==> src/design/svl_pkg.sv <==
// ----------------------------------------------------------------------------
// svl_pkg
// Shared codes and control/status bundles of the sorted value list.
// ----------------------------------------------------------------------------
package svl_pkg;

  localparam int unsigned DataW = 32;

  // command codes
  localparam logic [1:0] CMD_INSERT = 2'd0;
  localparam logic [1:0] CMD_REMOVE = 2'd1;
  localparam logic [1:0] CMD_DUMP   = 2'd2;

  // result status codes
  localparam logic [1:0] STS_OK        = 2'd0;
  localparam logic [1:0] STS_EMPTY     = 2'd1;
  localparam logic [1:0] STS_NOT_FOUND = 2'd2;
  localparam logic [1:0] STS_FULL      = 2'd3;

  // result data source
  typedef enum logic [1:0] {
    SEL_VALUE,
    SEL_HEAD,
    SEL_ZERO
  } emit_sel_e;

  typedef struct packed {
    logic       load;
    logic       ins;
    logic       rem;
    logic       rot;
    logic       emit;
    emit_sel_e  sel;
    logic [1:0] status;
    logic       last;
  } svl_ctl_t;

  typedef struct packed {
    logic full;
    logic empty;
    logic found;
    logic dump_last;
  } svl_sts_t;

endpackage

==> src/design/svl_dpath.sv <==
// ----------------------------------------------------------------------------
// svl_dpath
// Chain of value cells with per-cell compare, shift insert/remove, rotating
// dump and the result register.
// ----------------------------------------------------------------------------
module svl_dpath #(
  parameter int unsigned CAPACITY = 32
) (
  input  logic                          clk_i,
  input  logic                          rst_ni,
  input  svl_pkg::svl_ctl_t             ctl_i,
  input  logic signed [svl_pkg::DataW-1:0] value_i,
  output svl_pkg::svl_sts_t             sts_o,
  output logic        [svl_pkg::DataW-1:0] out_data_o,
  output logic        [1:0]             out_status_o,
  output logic                          out_last_o
);

  localparam int unsigned CW = $clog2(CAPACITY + 1);
  localparam int unsigned IW = (CAPACITY > 1) ? $clog2(CAPACITY) : 1;

  logic signed [svl_pkg::DataW-1:0] cell_q [CAPACITY];
  logic signed [svl_pkg::DataW-1:0] cell_d [CAPACITY];
  logic signed [svl_pkg::DataW-1:0] nxt    [CAPACITY];
  logic signed [svl_pkg::DataW-1:0] prv    [CAPACITY];
  logic signed [svl_pkg::DataW-1:0] value_q;

  logic [CW-1:0]       count_q, count_d;
  logic [IW-1:0]       idx_q, idx_d;
  logic [CAPACITY-1:0] lt_q, lt_d, eq_q, eq_d;
  logic [CAPACITY-1:0] ge, ge_prev, hit;

  logic [svl_pkg::DataW-1:0] out_data_q;
  logic [1:0]                out_status_q;
  logic                      out_last_q;

  // compare against the incoming value, only valid cells count
  always_comb begin
    for (int i = 0; i < CAPACITY; i++) begin
      lt_d[i] = (CW'(i) < count_q) && (cell_q[i] < value_i);
      eq_d[i] = (CW'(i) < count_q) && (cell_q[i] == value_i);
    end
  end

  // neighbor views of the chain
  always_comb begin
    for (int i = 0; i < CAPACITY - 1; i++) begin
      nxt[i]     = cell_q[i+1];
      prv[i + 1] = cell_q[i];
    end
    nxt[CAPACITY-1] = cell_q[CAPACITY-1];
    prv[0]          = value_q;
  end

  always_comb begin
    logic acc;
    acc     = 1'b0;
    ge      = ~lt_q;
    ge_prev = {ge[CAPACITY-2:0], 1'b0};
    for (int i = 0; i < CAPACITY; i++) begin
      acc    = acc | eq_q[i];
      hit[i] = acc;
    end
  end

  always_comb begin
    for (int i = 0; i < CAPACITY; i++) begin
      cell_d[i] = cell_q[i];
      if (ctl_i.ins) begin
        if (ge[i] && !ge_prev[i]) begin
          cell_d[i] = value_q;
        end else if (ge_prev[i]) begin
          cell_d[i] = prv[i];
        end
      end else if (ctl_i.rem) begin
        if (hit[i]) begin
          cell_d[i] = nxt[i];
        end
      end else if (ctl_i.rot) begin
        if (CW'(i + 1) == count_q) begin
          cell_d[i] = cell_q[0];
        end else begin
          cell_d[i] = nxt[i];
        end
      end
    end
  end

  always_comb begin
    count_d = count_q;
    if (ctl_i.ins) begin
      count_d = count_q + CW'(1);
    end else if (ctl_i.rem) begin
      count_d = count_q - CW'(1);
    end
    idx_d = idx_q;
    if (ctl_i.load) begin
      idx_d = '0;
    end else if (ctl_i.rot) begin
      idx_d = idx_q + IW'(1);
    end
  end

  always_ff @(posedge clk_i or negedge rst_ni) begin
    if (!rst_ni) begin
      count_q <= '0;
      idx_q   <= '0;
    end else begin
      count_q <= count_d;
      idx_q   <= idx_d;
    end
  end

  // payload registers
  always_ff @(posedge clk_i) begin
    for (int i = 0; i < CAPACITY; i++) begin
      cell_q[i] <= cell_d[i];
    end
    if (ctl_i.load) begin
      value_q <= value_i;
      lt_q    <= lt_d;
      eq_q    <= eq_d;
    end
    if (ctl_i.emit) begin
      case (ctl_i.sel)
        svl_pkg::SEL_VALUE: out_data_q <= value_q;
        svl_pkg::SEL_HEAD:  out_data_q <= cell_q[0];
        svl_pkg::SEL_ZERO:  out_data_q <= '0;
        default:            out_data_q <= '0;
      endcase
      out_status_q <= ctl_i.status;
      out_last_q   <= ctl_i.last;
    end
  end

  assign sts_o.full      = (count_q == CW'(CAPACITY));
  assign sts_o.empty     = (count_q == '0);
  assign sts_o.found     = hit[CAPACITY-1];
  assign sts_o.dump_last = ((CW'(idx_q) + CW'(1)) == count_q);

  assign out_data_o   = out_data_q;
  assign out_status_o = out_status_q;
  assign out_last_o   = out_last_q;

endmodule

==> src/design/svl_ctrl.sv <==
// ----------------------------------------------------------------------------
// svl_ctrl
// Command sequencer: takes a command, runs the list update or the dump and
// owns the result valid flag.
// ----------------------------------------------------------------------------
module svl_ctrl (
  input  logic                  clk_i,
  input  logic                  rst_ni,
  input  logic                  in_valid_i,
  input  logic [1:0]            in_cmd_i,
  output logic                  in_ready_o,
  input  logic                  out_ready_i,
  output logic                  out_valid_o,
  input  svl_pkg::svl_sts_t     sts_i,
  output svl_pkg::svl_ctl_t     ctl_o
);

  typedef enum logic [1:0] {
    S_IDLE,
    S_EXEC,
    S_DUMP
  } state_e;

  state_e     state_q;
  logic [1:0] cmd_q;
  logic       valid_q;
  logic       out_free;

  assign out_free    = !valid_q || out_ready_i;
  assign in_ready_o  = (state_q == S_IDLE);
  assign out_valid_o = valid_q;

  always_comb begin
    ctl_o        = '0;
    ctl_o.sel    = svl_pkg::SEL_VALUE;
    ctl_o.status = svl_pkg::STS_OK;
    ctl_o.load   = (state_q == S_IDLE) && in_valid_i;
    case (state_q)
      S_EXEC: begin
        if (out_free) begin
          case (cmd_q)
            svl_pkg::CMD_INSERT: begin
              ctl_o.emit   = 1'b1;
              ctl_o.last   = 1'b1;
              ctl_o.ins    = !sts_i.full;
              ctl_o.status = sts_i.full ? svl_pkg::STS_FULL : svl_pkg::STS_OK;
            end
            svl_pkg::CMD_REMOVE: begin
              ctl_o.emit = 1'b1;
              ctl_o.last = 1'b1;
              ctl_o.rem  = !sts_i.empty && sts_i.found;
              if (sts_i.empty) begin
                ctl_o.status = svl_pkg::STS_EMPTY;
              end else if (!sts_i.found) begin
                ctl_o.status = svl_pkg::STS_NOT_FOUND;
              end
            end
            svl_pkg::CMD_DUMP: begin
              if (sts_i.empty) begin
                ctl_o.emit   = 1'b1;
                ctl_o.last   = 1'b1;
                ctl_o.sel    = svl_pkg::SEL_ZERO;
                ctl_o.status = svl_pkg::STS_EMPTY;
              end
            end
            default: ;
          endcase
        end
      end
      S_DUMP: begin
        if (out_free) begin
          ctl_o.emit = 1'b1;
          ctl_o.rot  = 1'b1;
          ctl_o.sel  = svl_pkg::SEL_HEAD;
          ctl_o.last = sts_i.dump_last;
        end
      end
      default: ;
    endcase
  end

  always_ff @(posedge clk_i or negedge rst_ni) begin
    if (!rst_ni) begin
      state_q <= S_IDLE;
      cmd_q   <= svl_pkg::CMD_INSERT;
      valid_q <= 1'b0;
    end else begin
      if (ctl_o.emit) begin
        valid_q <= 1'b1;
      end else if (out_ready_i) begin
        valid_q <= 1'b0;
      end
      case (state_q)
        S_IDLE: begin
          if (in_valid_i) begin
            cmd_q   <= in_cmd_i;
            state_q <= S_EXEC;
          end
        end
        S_EXEC: begin
          if (out_free) begin
            if (cmd_q == svl_pkg::CMD_DUMP && !sts_i.empty) begin
              state_q <= S_DUMP;
            end else begin
              state_q <= S_IDLE;
            end
          end
        end
        S_DUMP: begin
          if (out_free && sts_i.dump_last) begin
            state_q <= S_IDLE;
          end
        end
        default: state_q <= S_IDLE;
      endcase
    end
  end

endmodule

==> src/design/sorted_value_list.sv <==
// insert and remove: the input transfer registers the value and the cell compare flags;
// the shift and the result register follow once the output is free, one command at a time
// a dump gives one result per cycle from the head while the output is free
// the input is taken again only after the current command has issued its last result
// reset clears the entry count and the sequencer; cell contents stay undefined until written
// ----------------------------------------------------------------------------
// sorted_value_list
// Bounded ascending list of signed values with insert, remove and dump commands.
// ----------------------------------------------------------------------------
module sorted_value_list #(
  parameter int unsigned CAPACITY = 32
) (
  input  logic        clk_i,
  input  logic        rst_ni,
  input  logic        s_axis_tvalid,
  output logic        s_axis_tready,
  input  logic [31:0] s_axis_tdata,   // [31:0] value
  input  logic [1:0]  s_axis_tuser,   // [1:0] cmd
  output logic        m_axis_tvalid,
  input  logic        m_axis_tready,
  output logic [31:0] m_axis_tdata,   // [31:0] item_value
  output logic [1:0]  m_axis_tuser,   // [1:0] status
  output logic        m_axis_tlast
);

  svl_pkg::svl_ctl_t ctl;
  svl_pkg::svl_sts_t sts;

  svl_ctrl u_ctrl (
    .clk_i       (clk_i),
    .rst_ni      (rst_ni),
    .in_valid_i  (s_axis_tvalid),
    .in_cmd_i    (s_axis_tuser),
    .in_ready_o  (s_axis_tready),
    .out_ready_i (m_axis_tready),
    .out_valid_o (m_axis_tvalid),
    .sts_i       (sts),
    .ctl_o       (ctl)
  );

  svl_dpath #(
    .CAPACITY (CAPACITY)
  ) u_dpath (
    .clk_i        (clk_i),
    .rst_ni       (rst_ni),
    .ctl_i        (ctl),
    .value_i      (s_axis_tdata),
    .sts_o        (sts),
    .out_data_o   (m_axis_tdata),
    .out_status_o (m_axis_tuser),
    .out_last_o   (m_axis_tlast)
  );

  a_one_cmd_at_a_time: assert property (@(posedge clk_i) disable iff (!rst_ni)
    (s_axis_tvalid && s_axis_tready) |=> !s_axis_tready)
    else $error("input taken while a command is in progress");

  a_non_last_is_ok: assert property (@(posedge clk_i) disable iff (!rst_ni)
    (m_axis_tvalid && !m_axis_tlast) |-> (m_axis_tuser == svl_pkg::STS_OK))
    else $error("non-final result with error status");

  a_empty_is_last: assert property (@(posedge clk_i) disable iff (!rst_ni)
    (m_axis_tvalid && m_axis_tuser == svl_pkg::STS_EMPTY) |-> m_axis_tlast)
    else $error("empty status not on final result");

  a_full_not_empty: assert property (@(posedge clk_i) disable iff (!rst_ni)
    sts.full |-> !sts.empty)
    else $error("list both full and empty");

endmodule

==> config.mk <==
export PLATFORM = sky130hd
export DESIGN_NAME = sorted_value_list
export DESIGN_NICKNAME = d
export VERILOG_FILES = /design/src/design/svl_pkg.sv /design/src/design/svl_dpath.sv /design/src/design/svl_ctrl.sv /design/src/design/sorted_value_list.sv
export SDC_FILE = /design/constraint.sdc
export NUM_CORES = 2
export LEC_CHECK = 0
export BUFFER_PORTS_ARGS = -buffer_cell sky130_fd_sc_hd__buf_2
export CORE_ASPECT_RATIO = 1.25
export CORE_UTILIZATION = 45
export DETAILED_ROUTE_END_ITERATION = 16
export GPL_TIMING_DRIVEN = 1
export PLACE_DENSITY = 0.64
export SLEW_MARGIN = 25
export SYNTH_ARGS = -nofsm -noshare
export SYNTH_HDL_FRONTEND = slang
export SYNTH_SLANG_ARGS = --single-unit
==> constraint.sdc <==
create_clock -name clk_i -period 5.2 [get_ports clk_i]
set_input_delay 0.78 -clock clk_i [delete_from_list [all_inputs] [get_ports clk_i]]
set_output_delay 0.78 -clock clk_i [all_outputs]
set_load 0.01 [all_outputs]
==> results.json <==
{
  "report.power.total_mw": 76.3,
  "initialDrtViolationCount": 12400,
  "dp.cells": 10300,
  "core_area_mm2": 0.197,
  "max_freq_mhz": 224,
  "drt-total-wl_um": 409000,
  "rsz0062_at_grt": "false",
  "worst_min_delay_path_category": "primary input to register",
  "tightest_slew_ns": 1.33,
  "layout_setup_ws_ns": 0.728,
  "clk_latency_ns": 0.85,
  "synthesized_net_count": 9288,
  "grt_max_degree": 235,
  "grt_usage_pct": 39.2,
  "dieWidth_um": 402,
  "grt_antenna_before_repair": 36,
  "setup_tns_ns": 0,
  "drv_cap": 0,
  "clock_sinks": 1171,
  "crit_path_end_kind": "register",
  "power.ir.vdd_worst_mv": 0.556,
  "wire_per_inst_um": 38.6,
  "synth_edf_count": 1155,
  "rows": 182,
  "ant_nets": 0,
  "synthArstFlopShare_pct": 1.37,
  "cts_inserted_buffers": 137,
  "h-tree-depth": 4,
  "grt_remaining_overflow": 0,
  "synth_cells": 8218,
  "first_pass_grt_wire_length_um": 566000,
  "post_cts.resized_instances": 0,
  "fin_cells": 10600,
  "netlist_top_cells_count": "1,155 x edfxtp_1, 1,032 x ha_1, 935 x mux2i_1",
  "setup_viol_count_final": 0,
  "synthesis.yosys.warnings": 0,
  "synth_area_per_cell_um2": 10.9,
  "cts-root-buf": "clkbuf_16",
  "synth.largest_area_cell": "edfxtp_1",
  "finish.net_count": 8970,
  "powerDensity_mw_per_mm2": 782,
  "initial_utilization_pct": 45.5,
  "drtPass1Iterations": 9,
  "critical_path.startpoint_type": "register",
  "gp_congestion": 1.06,
  "floorplan.die_area_mm2": 0.201,
  "area_delta_synth_final_pct": 8.60,
  "cts.clk_slew.worst_paths_ns": 0.07,
  "clock_tree.buffer_depth": 3,
  "detailed_place_hpwl_um": 275000,
  "drive_above_1_share_pct": 13.8,
  "postCtsHoldBufs": 1,
  "worst_hold_slack_ns": 0.127,
  "vias": 80600,
  "synthMostInstantiatedCell": "edfxtp_1",
  "arrival_ns": 5.11,
  "number_of_library_cell_types_mapped_by_synthesis": 83,
  "final.min_clock_period_ns": 4.47,
  "preCtsSetupSlack_ns": 0.674,
  "cts_tree": "yes",
  "status": "complete, no violations",
  "synthTopCellsByArea": "edfxtp_1 39%, ha_1 14%, mux2i_1 10%, o221ai_1 7.3%, nand3_1 5.0%",
  "timing.final.max_slew_violations": 0,
  "critPathMaxFanout": 76,
  "final_hold_viol_count": 0,
  "fin_crit_sh_pct": 86.0,
  "path_class": "register to register",
  "grt_pass1_vias": 75400,
  "slew-limit-headroom_pct": 11.6,
  "avgViaCountPerCell": 7.60,
  "syn-cell-area_mm2": 0.0898,
  "io_buffer_count": 74,
  "synth_seq_area_share_pct": 39.1,
  "top_level_ports": 75,
  "ys_seq_elements": 1171,
  "synth-main-ff-cell": "edfxtp_1",
  "die_y_um": 501,
  "drc_errors": 0,
  "yosys.area.top_type_share_pct": 38.6,
  "cts_post_setup_buffers_inserted": 0,
  "final.setup_skew_ns": 0.0450,
  "leakage_nw": 41.0,
  "cp_data_required_time_ns": 5.84
}
layer usage:
metal  wire length, µm  part of all wire, %  GRT usage, %
met4             37200                  9.1          30.6
met5               172                0.042             0
met2            170000                   41          56.4
met3             54100                   13          12.3
met1            148000                   36          48.7
worst max-delay path: stages (launching register included):
cell      delay, ns
dfrtp_1        0.46
inv_1          0.20
ha_1           0.52
nor3b_1        0.38
nand3b_1       0.32
nand2b_4       0.45
buf_12         0.41
nand2_2        0.73
buf_12         0.46
o221ai_1       0.24
flip-flops by register name, summed over array words and instances (netlist names):
signal / flops
u_dpath.cell_q: 1024
u_dpath.eq_q: 32
u_dpath.lt_q: 32
u_dpath.out_data_o: 32
u_dpath.value_q: 32
u_dpath.count_q: 6
u_dpath.idx_q: 5
u_ctrl.cmd_q: 2
u_ctrl.state_q: 2
u_dpath.out_status_o: 2
u_ctrl.out_valid_o: 1
u_dpath.out_last_o: 1
layout by cell type (no fill, tap or decap), types with 21 or more instances in the layout:
cell type	instances
and4_1	28
clkinv_1	26
a21o_1	89
a22o_1	33
nor2_1	191
a31oi_1	23
mux2i_1	935
o221ai_2	186
o22ai_1	36
a21oi_2	30
nor3_1	91
nor2b_1	21
o221ai_1	749
buf_2	74
a211oi_1	78
inv_2	31
nand2b_1	33
nand4_1	167
edfxtp_1	1155
o21ai_0	227
ha_1	1031
diode_2	23
and3_1	28
o31ai_1	21
clkbuf_16	142
nand2_2	32
nand3_1	899
nand3_2	174
nor4_1	43
a21oi_1	271
o211ai_1	42
nand3_4	23
nand2_1	324
buf_12	39
clkbuf_1	26
inv_1	103
buf_4	212
layout make-up:
type,count,area [µm²]
Antenna cell,23,57.6
Clock buffer,174,3730
Clock inverter,70,686
Fill cell,17600,99900
Inverter,134,503
Multi-Input combinational cell,6127,51400
Sequential cell,1171,35100
Tap cell,2576,3220
Timing Repair Buffer,329,2820
stage by stage:
stage / cell area [µm²] / util [%]
3_3_place_gp: 92800 / 47.0
2_1_floorplan: 89800 / -
3_5_place_dp: 92900 / 47.1
5_1_grt: 97500 / 49.4
6_report: 97500 / 49.4
4_1_cts: 97400 / 49.3
power by group:
group          switching [mW]  internal [mW]  total [mW]
Combinational            25.9           13.5        39.5
Sequential               7.63           19.2        26.8
Clock                    4.47           5.56        10.0
cells by family (layout without fill, tap and decap cells):
group	Yosys count	count (layout)	synth area share [%]
xor gates and xnor gates	26	26	0.254
adders and majority gates	1032	1032	14.4
other	0	23	0
muxes	950	950	10.6
and+or+nand+nor	2180	2180	13.6
buffers and inverters	920	707	4.50
AOI/OAI and AO/OA	1939	1939	17.6
DFF	1171	1171	39.1
path summary, 6_finish.rpt:
check / end / slack (ns) / start / depth (start not counted)
max: u_dpath.cell_q[0][317] / 0.73 / u_dpath.count_q[0] / 9
min: u_dpath.value_q[6] / 0.13 / s_axis_tdata[6] / 1
max reg2reg: u_dpath.cell_q[0][317] / 0.73 / u_dpath.count_q[0] / 9
min reg2reg: u_ctrl.state_q[0] / 0.57 / u_ctrl.state_q[0] / 1
max in group asynchronous: u_dpath.idx_q[4] / 4.28 / rst_ni / 2
min in group asynchronous: u_ctrl.cmd_q[1] / 0.49 / rst_ni / 2
No activity file was read; power rests on OpenSTA's default activity.
